`src/hdl/tldmc_pkg.sv`:
```
// ----------------------------------------------------------------------------
// Two-level cache package
// Shared types, constants and default geometry for the two-level
// direct-mapped write-back cache.
// ----------------------------------------------------------------------------
package tldmc_pkg;

    // Default geometry, handed to the top-level parameters.
    localparam int MEM_BYTES_DEF     = 65536;
    localparam int BLOCK_BYTES_DEF   = 32;
    localparam int WORD_BYTES        = 4;
    localparam int L1_LINE_COUNT_DEF = 256;
    localparam int L2_LINE_COUNT_DEF = 512;

    // Fixed field widths.
    localparam int ADDR_W    = 14;
    localparam int DATA_W    = 32;
    localparam int COST_W    = 19;
    localparam int LAT_W     = 16;
    localparam int CFG_IDX_W = 3;
    localparam int QUEUE_DEPTH = 2;

    // Configuration register indexes.
    localparam logic [CFG_IDX_W-1:0] REG_L1_READ   = 3'd0;
    localparam logic [CFG_IDX_W-1:0] REG_L1_WRITE  = 3'd1;
    localparam logic [CFG_IDX_W-1:0] REG_L2_READ   = 3'd2;
    localparam logic [CFG_IDX_W-1:0] REG_L2_WRITE  = 3'd3;
    localparam logic [CFG_IDX_W-1:0] REG_MEM_READ  = 3'd4;
    localparam logic [CFG_IDX_W-1:0] REG_MEM_WRITE = 3'd5;

    // Reset values of the latency registers.
    localparam logic [LAT_W-1:0] L1_READ_RST   = 16'd1;
    localparam logic [LAT_W-1:0] L1_WRITE_RST  = 16'd1;
    localparam logic [LAT_W-1:0] L2_READ_RST   = 16'd10;
    localparam logic [LAT_W-1:0] L2_WRITE_RST  = 16'd10;
    localparam logic [LAT_W-1:0] MEM_READ_RST  = 16'd100;
    localparam logic [LAT_W-1:0] MEM_WRITE_RST = 16'd50;

    // Input word: one read or write access.
    typedef struct packed {
        logic              kind;
        logic [ADDR_W-1:0] word_address;
        logic [DATA_W-1:0] write_data;
    } in_word_t;

    // Output word: result of one access.
    typedef struct packed {
        logic [DATA_W-1:0] read_data;
        logic              l1_hit;
        logic              l2_hit;
        logic [COST_W-1:0] access_cost;
        logic [DATA_W-1:0] total_time;
    } out_word_t;

    // Latency configuration handed to the back end.
    typedef struct packed {
        logic [LAT_W-1:0] l1_rd;
        logic [LAT_W-1:0] l1_wr;
        logic [LAT_W-1:0] l2_rd;
        logic [LAT_W-1:0] l2_wr;
        logic [LAT_W-1:0] mem_rd;
        logic [LAT_W-1:0] mem_wr;
    } lat_cfg_t;

    // Back-end sequencer states.
    typedef enum logic [3:0] {
        S_CLEAR,
        S_IDLE,
        S_L1_RD,
        S_L1_TAG,
        S_L2_RD,
        S_L2_TAG,
        S_L2_EVICT,
        S_L2_FILL,
        S_L2_XFER,
        S_L1_WORD,
        S_DONE
    } cache_state_t;

endpackage

```
`src/hdl/tldmc_front.sv`:
```
// ----------------------------------------------------------------------------
// Cache front end
// Accepts access words, wraps the address into memory and holds them in a
// short queue for the back end.
// ----------------------------------------------------------------------------
module tldmc_front
    import tldmc_pkg::*;
#(
    parameter int MEM_BYTES = MEM_BYTES_DEF
)
(
    input  logic                                    clk,
    input  logic                                    rst_n,
    input  logic                                    in_valid,
    output logic                                    in_ready,
    input  in_word_t                                in_word,
    input  logic                                    clearing,
    output logic                                    q_valid,
    input  logic                                    q_pop,
    output logic                                    q_kind,
    output logic [DATA_W-1:0]                       q_wdata,
    output logic [$clog2(MEM_BYTES/WORD_BYTES)-1:0] q_addr
);

    localparam int WA_W  = $clog2(MEM_BYTES / WORD_BYTES);
    localparam int EXT_W = (WA_W > ADDR_W) ? WA_W : ADDR_W;
    localparam int PTR_W = $clog2(QUEUE_DEPTH);
    localparam int CNT_W = $clog2(QUEUE_DEPTH + 1);

    logic              kind_q  [QUEUE_DEPTH];
    logic [DATA_W-1:0] wdata_q [QUEUE_DEPTH];
    logic [WA_W-1:0]   addr_q  [QUEUE_DEPTH];

    logic [PTR_W-1:0] wr_ptr_reg, wr_ptr_next;
    logic [PTR_W-1:0] rd_ptr_reg, rd_ptr_next;
    logic [CNT_W-1:0] count_reg, count_next;
    logic [EXT_W-1:0] addr_ext;
    logic             push;

    // The address wraps modulo the memory size in words.
    assign addr_ext = EXT_W'(in_word.word_address);

    assign in_ready = (count_reg != CNT_W'(QUEUE_DEPTH)) && !clearing;
    assign push     = in_valid && in_ready;
    assign q_valid  = (count_reg != '0);
    assign q_kind   = kind_q[rd_ptr_reg];
    assign q_wdata  = wdata_q[rd_ptr_reg];
    assign q_addr   = addr_q[rd_ptr_reg];

    // Pointer and fill count updates.
    always_comb
    begin
        wr_ptr_next = push ? wr_ptr_reg + PTR_W'(1) : wr_ptr_reg;
        rd_ptr_next = q_pop ? rd_ptr_reg + PTR_W'(1) : rd_ptr_reg;
        count_next  = count_reg;
        if (push && !q_pop)
        begin
            count_next = count_reg + CNT_W'(1);
        end
        else if (!push && q_pop)
        begin
            count_next = count_reg - CNT_W'(1);
        end
    end

    always_ff @(posedge clk or negedge rst_n)
    begin
        if (!rst_n)
        begin
            wr_ptr_reg <= '0;
            rd_ptr_reg <= '0;
            count_reg  <= '0;
        end
        else
        begin
            wr_ptr_reg <= wr_ptr_next;
            rd_ptr_reg <= rd_ptr_next;
            count_reg  <= count_next;
        end
    end

    // Queue storage.
    always_ff @(posedge clk)
    begin
        if (push)
        begin
            kind_q[wr_ptr_reg]  <= in_word.kind;
            wdata_q[wr_ptr_reg] <= in_word.write_data;
            addr_q[wr_ptr_reg]  <= addr_ext[WA_W-1:0];
        end
    end

endmodule

```
`config.mk`:
```
export PLATFORM = sky130hd
export DESIGN_NAME = tldmc_front
export DESIGN_NICKNAME = d
export VERILOG_FILES = /design/src/hdl/tldmc_pkg.sv /design/src/hdl/tldmc_front.sv
export SDC_FILE = /design/constraint.sdc
export NUM_CORES = 1
export LEC_CHECK = 0
export BUFFER_PORTS_ARGS = -buffer_cell sky130_fd_sc_hd__buf_2
export CAP_MARGIN = 20
export CORE_MARGIN = 5
export CORE_UTILIZATION = 45
export CTS_CLUSTER_SIZE = 14
export DETAILED_ROUTE_END_ITERATION = 10
export PLACE_DENSITY = 0.7
export SETUP_SLACK_MARGIN = 0.15
export SKIP_LAST_GASP = 1
export SLEW_MARGIN = 10
export SYNTH_ARGS = -nofsm -noshare
export SYNTH_HDL_FRONTEND = slang
export SYNTH_SLANG_ARGS = --single-unit
export TNS_END_PERCENT = 20
```
`constraint.sdc`:
```
create_clock -name clk -period 6.3 [get_ports clk]
set_input_delay 1.89 -clock clk [delete_from_list [all_inputs] [get_ports clk]]
set_output_delay 1.89 -clock clk [all_outputs]
set_load 0.05 [all_outputs]
```
# After elaboration in Yosys (flattened, before gate mapping)
# Memory sizes are Yosys's and may differ from the RTL's.
# Index checks and enable logic that the tools add are counted.
[word_totals]
inputBits = 52
register_bits = 4
mem_bits_rw = 94
n_memories = 3
[classes]
reduce_logical = 9
eq_ne = 1
mux = 4
addsub = 4
[mem_list]
columns = ["name", "words", "word_bits", "rd", "rd_clocked_by_memory_dff", "wr", "line", "source"]
rows = [
  ["wdata_q", 2, 32, 1, 0, 1, "tldmc_front.sv:31", "logic [DATA_W-1:0] wdata_q [QUEUE_DEPTH];"],
  ["addr_q", 2, 14, 1, 0, 1, "tldmc_front.sv:32", "logic [WA_W-1:0] addr_q [QUEUE_DEPTH];"],
  ["kind_q", 2, 1, 1, 0, 1, "tldmc_front.sv:30", "logic kind_q [QUEUE_DEPTH];"],
]
[ops]
columns = ["cell", "n"]
rows = [
  ["$logic_and A1 B1 Y1", 4],
  ["$mux W2", 2],
  ["$reduce_bool A2 Y1", 2],
  ["$logic_not A1 Y1", 3],
  ["$add A1 B1 Y1 const B", 2],
  ["$add A2 B1 Y2 const B", 1],
  ["$mux W1", 2],
  ["$ne A2 B2 Y1 const B", 1],
  ["$sub A2 B1 Y2 const B", 1],
]

# Logic depth before layout (Yosys ltp)
[depth]
ltp_word = 7
depth_mapped = 6
depth_no_buf = 6

# Worst setup path before layout
# Ideal clock, no wire load.
[synth_path]
path_type = "input-to-reg"
from = "input port clearing"
to = "memory addr_q[0][0] in the netlist's numbering (enable)"
required_time_ns = 5.843
path_buffers = 0
setup_time_ns = 0.457
arrival_time_ns = 4.265
path_stages = 2
setup_slack_ns = 1.577
cell_sequence = "nor3b_4 > nor2b_1"
[synth_via]
elab_chain_cells = 5
[synth_lines]
columns = ["element", "line", "source"]
rows = [
  ["from (decl)", "tldmc_front.sv:17", "input logic clearing,"],
  ["$logic_not A1 Y1", "tldmc_front.sv:43", "assign in_ready = (count_reg != CNT_W'(QUEUE_DEPTH)) && !clearing;"],
  ["$logic_and A1 B1 Y1", "tldmc_front.sv:43", ""],
  ["$logic_and A1 B1 Y1", "tldmc_front.sv:44", "assign push = in_valid && in_ready;"],
  ["$mux W1", "tldmc_front.sv:85", "if (push)"],
  ["$mux W1 (implied by the code)", "tldmc_front.sv:89", "addr_q[wr_ptr_reg] <= addr_ext[WA_W-1:0];"],
  ["to (decl)", "tldmc_front.sv:32", ""],
]
# No other way between the ends.

# Final worst setup path
[layout_path]
from = "input port clearing"
to = "output port in_ready"
[layout_via]
elab_chain_cells = 2
[layout_lines]
columns = ["element", "line", "source"]
rows = [
  ["$logic_not A1 Y1", "tldmc_front.sv:43", ""],
  ["$logic_and A1 B1 Y1", "tldmc_front.sv:43", ""],
  ["to (decl)", "tldmc_front.sv:15", "output logic in_ready,"],
]
# No other way between the ends.

==> flow_results.xml <==
<?xml version="1.0" encoding="UTF-8"?>
<metrics>
  <group name="cts">
    <metric name="clock_path_buffers" unit="">2</metric>
    <metric name="postCtsHoldBufs" unit="">0</metric>
    <metric name="cts_inserted_buffers" unit="">9</metric>
    <metric name="cts-root-buf" unit="">sky130_fd_sc_hd__clkbuf_8</metric>
    <metric name="cts_resized" unit="">0</metric>
    <metric name="cts_tree" unit="">yes</metric>
    <metric name="clkLatencyLatePin" unit="ns">0.35</metric>
    <metric name="worst_setup_hold_path_clk_slew" unit="ns">0.09</metric>
    <metric name="cts.sink_count" unit="">98</metric>
    <metric name="htreeDepth" unit="">3</metric>
    <metric name="post_cts.repair.setup_buffers" unit="">0</metric>
  </group>
  <group name="critical_path">
    <metric name="worstPathArrival" unit="ns">2.36</metric>
    <metric name="worst_r2r_path_depth" unit="">4</metric>
    <metric name="crit_path_top_delay_cell" unit="">sky130_fd_sc_hd__buf_2</metric>
    <metric name="cp_common_cell" unit="">sky130_fd_sc_hd__buf_2</metric>
    <metric name="end_kind" unit="">primary output</metric>
    <metric name="path_delay_family" unit="">buffers and inverters</metric>
    <metric name="worst-setup-path-type" unit="">primary input to primary output</metric>
    <metric name="cp-start-kind" unit="">primary input</metric>
    <metric name="critical_path_required" unit="ns">4.41</metric>
    <metric name="critical_path_cell_count" unit="">3</metric>
    <metric name="cp.buffers_inverters" unit="">2</metric>
    <metric name="crit_path_max_incr_delay" unit="ns">0.26</metric>
    <metric name="largest_fanout_of_any_net_on_the_critical_path" unit="">2</metric>
    <metric name="sequence_of_cells_on_the_critical_path" unit="">buf_2 -&gt; nor2_1 -&gt; buf_2</metric>
  </group>
  <group name="routing">
    <metric name="drt-wirelength-per-cell" unit="microns">15.70</metric>
    <metric name="detail-route-antenna-nets" unit="">0</metric>
    <metric name="drt_first_pass_iters" unit="">4</metric>
    <metric name="detailroute.via_count" unit="">1795</metric>
    <metric name="remaining_drc_errors" unit="">0</metric>
    <metric name="vias_per_cell" unit="">4.687</metric>
    <metric name="wl" unit="microns">6014</metric>
    <metric name="drt_iter0_markers" unit="">45</metric>
  </group>
  <group name="synth">
    <metric name="ys_async_sr_fraction" unit="%">4.082</metric>
    <metric name="post_synth_main_area_contributors" unit="">sky130_fd_sc_hd__edfxtp_1 77%, sky130_fd_sc_hd__mux2_2 8.3%, sky130_fd_sc_hd__mux2_4 8.1%</metric>
    <metric name="ys_warn_count" unit="">0</metric>
    <metric name="distinct_cells_synth" unit="">16</metric>
    <metric name="yosysTopAreaCellShare" unit="%">76.60</metric>
    <metric name="syn_area" unit="sq um">3685</metric>
    <metric name="mean_instance_size_in_the_synthesized_netlist" unit="sq um">22.47</metric>
    <metric name="yosys.cell_count.top_type" unit="">sky130_fd_sc_hd__edfxtp_1</metric>
    <metric name="net_count_synth" unit="">217</metric>
    <metric name="synth-edff-count" unit="">94</metric>
    <metric name="yosysSeqAreaShare" unit="%">79.32</metric>
    <metric name="ys_dominant_reg_cell" unit="">sky130_fd_sc_hd__edfxtp_1</metric>
    <metric name="synth_cells" unit="">164</metric>
    <metric name="synthDominantAreaCellType" unit="">sky130_fd_sc_hd__edfxtp_1</metric>
    <metric name="ys_ff_latch" unit="">98</metric>
    <metric name="synth_top_cells_by_count" unit="">94 x sky130_fd_sc_hd__edfxtp_1, 27 x sky130_fd_sc_hd__mux2_2, 20 x sky130_fd_sc_hd__mux2_4</metric>
  </group>
  <group name="timing">
    <metric name="fmax" unit="GHz">0.2352</metric>
    <metric name="finalCritPeriodShare" unit="%">67.48</metric>
    <metric name="postLayoutSetupSlackWorst" unit="ns">2.049</metric>
    <metric name="report.final.slew_viol_count" unit="">0</metric>
    <metric name="final.setup_skew" unit="ns">0.007911</metric>
    <metric name="rsz0062_at_grt" unit="">false</metric>
    <metric name="worst_slew_margin_rel" unit="%">66.75</metric>
    <metric name="fin_setup_tns" unit="ns">0</metric>
    <metric name="setup_violations" unit="">0</metric>
    <metric name="max_slew.worst_pin.slew" unit="ns">0.4988</metric>
    <metric name="finalWorstPathRequiredPeriod" unit="ns">4.251</metric>
    <metric name="report.final.hold_viol_count" unit="">0</metric>
  </group>
  <group name="placement">
    <metric name="place.port_buffers" unit="">100</metric>
    <metric name="dpl_worst_slack" unit="ns">2.047</metric>
    <metric name="place.gp.congestion" unit="">0.6800</metric>
    <metric name="hpwl" unit="microns">4143</metric>
    <metric name="postPlaceCellArea" unit="sq um">4305</metric>
    <metric name="placed_cells" unit="">367</metric>
  </group>
  <group name="global_route">
    <metric name="grt_overflow" unit="">0</metric>
    <metric name="gr-usage-all-layers" unit="%">12.78</metric>
    <metric name="antenna_found_initial" unit="">0</metric>
    <metric name="grt_pass1_vias" unit="">2038</metric>
    <metric name="grt_start_max_net_pins" unit="">33</metric>
    <metric name="grt_first_pass_wirelength" unit="microns">9735</metric>
  </group>
  <group name="power">
    <metric name="leakage" unit="nW">1.738</metric>
    <metric name="irDropWorstVdd" unit="V">0.0002199</metric>
    <metric name="powerDensity" unit="nW/um^2">466.7</metric>
  </group>
  <group name="finish">
    <metric name="final_layout_size_suffix_gt1_share" unit="%">61.51</metric>
    <metric name="final_cell_area" unit="sq um">4498</metric>
    <metric name="largest_register_ffs" unit="">64</metric>
    <metric name="regMostFlops" unit="">wdata_q</metric>
    <metric name="num-fill-cells" unit="">663</metric>
    <metric name="syn_to_final_growth" unit="%">22.07</metric>
    <metric name="area_taken_by_multi_input_logic_gates" unit="sq um">723.2</metric>
    <metric name="largestRegisters" unit="">wdata_q: 64 flops, addr_q: 28 flops</metric>
    <metric name="finish.net_count" unit="">326</metric>
    <metric name="final_cells" unit="">383</metric>
    <metric name="diodes" unit="">0</metric>
    <metric name="layout.area.seq" unit="sq um">2924</metric>
  </group>
  <group name="status">
    <metric name="run_status" unit="">finished clean</metric>
  </group>
  <group name="worst_hold_path">
    <metric name="worstHoldPathCells" unit="">1</metric>
    <metric name="worstHoldPathType" unit="">flip-flop to flip-flop</metric>
  </group>
  <group name="floorplanning">
    <metric name="floorplan.initialDensity" unit="%">45.53</metric>
    <metric name="die-height" unit="microns">100.5</metric>
    <metric name="die-area" unit="sq um">10100</metric>
    <metric name="floorplan.core_area" unit="sq um">8093</metric>
    <metric name="placementRows" unit="">33</metric>
    <metric name="die_width" unit="microns">100.5</metric>
    <metric name="floorplan.io_pins" unit="">101</metric>
  </group>
  <group name="job">
    <metric name="max_capacitance_violation_count" unit="">0</metric>
  </group>
</metrics>
[per-stage QoR]
stage / hold slack, ns / power, W / util [%]
2_1_floorplan: 0.4470 / 0.001586 / -
3_5_place_dp: 0.4776 / 0.001742 / 53.20
3_3_place_gp: 0.4707 / 0.001736 / 53.20
6_report: 0.5035 / 0.002099 / 55.58
5_1_grt: 0.5407 / 0.002200 / 55.58
4_1_cts: 0.5002 / 0.002127 / 55.58
[final timing paths]
path,start,to,slack (ns)
worst max register to register,count_reg[1],addr_q[0][6],4.08
min in group asynchronous,rst_n,rd_ptr_reg,1.33
worst min-delay path,count_reg[1],count_reg[1],0.50
max in group asynchronous,rst_n,rd_ptr_reg,4.84
worst max-delay path,clearing,in_ready,2.05
worst min register to register,count_reg[1],count_reg[1],0.50
[kinds of logic (layout without fill, tap and decap cells)]
| kind of cell | after synthesis | after routing | synth area share (%) |
|---|---|---|---|
| buffers and inverters | 6 | 120 | 1.290 |
| flip-flops | 98 | 98 | 79.32 |
| adder cells (fa/ha/maj) | 1 | 1 | 0.3395 |
| multiplexers | 47 | 47 | 16.40 |
| AND/OR/NAND/NOR | 7 | 7 | 1.461 |
| XOR/XNOR | 5 | 5 | 1.188 |
[final cells by class]
cell class                 instances  area share (%)
sequential                        98           65.01
clock inverter                     7           1.530
multi-input combinational         60           16.08
tap                              105           2.921
clock buffer                       9           2.754
timing repair buffer             103           11.63
inverter                           1         0.08345
[metal layers]
| layer | part of all wire (%) | vias to the layer above | GRT usage, % | routed length [microns] |
|---|---|---|---|---|
| met5 | 0 | - | 0 | 0 |
| met4 | 1.3 | 0 | 5.907 | 76 |
| met3 | 9.8 | 7 | 4.706 | 589 |
| met2 | 47 | 79 | 20.29 | 2803 |
| met1 | 42 | 855 | 15.60 | 2545 |
| li1 | - | 854 | - | - |
[cells in the final DEF, fill, tap and decap left out]
| cell | count |
|---|---|
| sky130_fd_sc_hd__and2_2 | 1 |
| sky130_fd_sc_hd__buf_2 | 100 |
| sky130_fd_sc_hd__buf_4 | 3 |
| sky130_fd_sc_hd__bufinv_16 | 1 |
| sky130_fd_sc_hd__clkbuf_8 | 9 |
| sky130_fd_sc_hd__clkinv_1 | 1 |
| sky130_fd_sc_hd__clkinv_2 | 2 |
| sky130_fd_sc_hd__clkinv_4 | 1 |
| sky130_fd_sc_hd__clkinvlp_4 | 1 |
| sky130_fd_sc_hd__dfrtp_1 | 3 |
| sky130_fd_sc_hd__dfrtp_2 | 1 |
| sky130_fd_sc_hd__edfxtp_1 | 94 |
| sky130_fd_sc_hd__ha_1 | 1 |
| sky130_fd_sc_hd__inv_1 | 1 |
| sky130_fd_sc_hd__inv_6 | 1 |
| sky130_fd_sc_hd__mux2_2 | 27 |
| sky130_fd_sc_hd__mux2_4 | 20 |
| sky130_fd_sc_hd__nor2_1 | 2 |
| sky130_fd_sc_hd__nor2b_2 | 1 |
| sky130_fd_sc_hd__nor2b_4 | 1 |
| sky130_fd_sc_hd__nor3b_4 | 1 |
| sky130_fd_sc_hd__or2_2 | 1 |
| sky130_fd_sc_hd__xnor2_1 | 1 |
| sky130_fd_sc_hd__xor2_1 | 4 |
[power by group]
part	switching, W	internal, W	total, W
clock	0.000202	0.000183	0.000385
combinational	0.000584	0.000265	0.000848
sequential	0.0000531	0.000813	0.000866
Power figures use the tool's default switching activity.
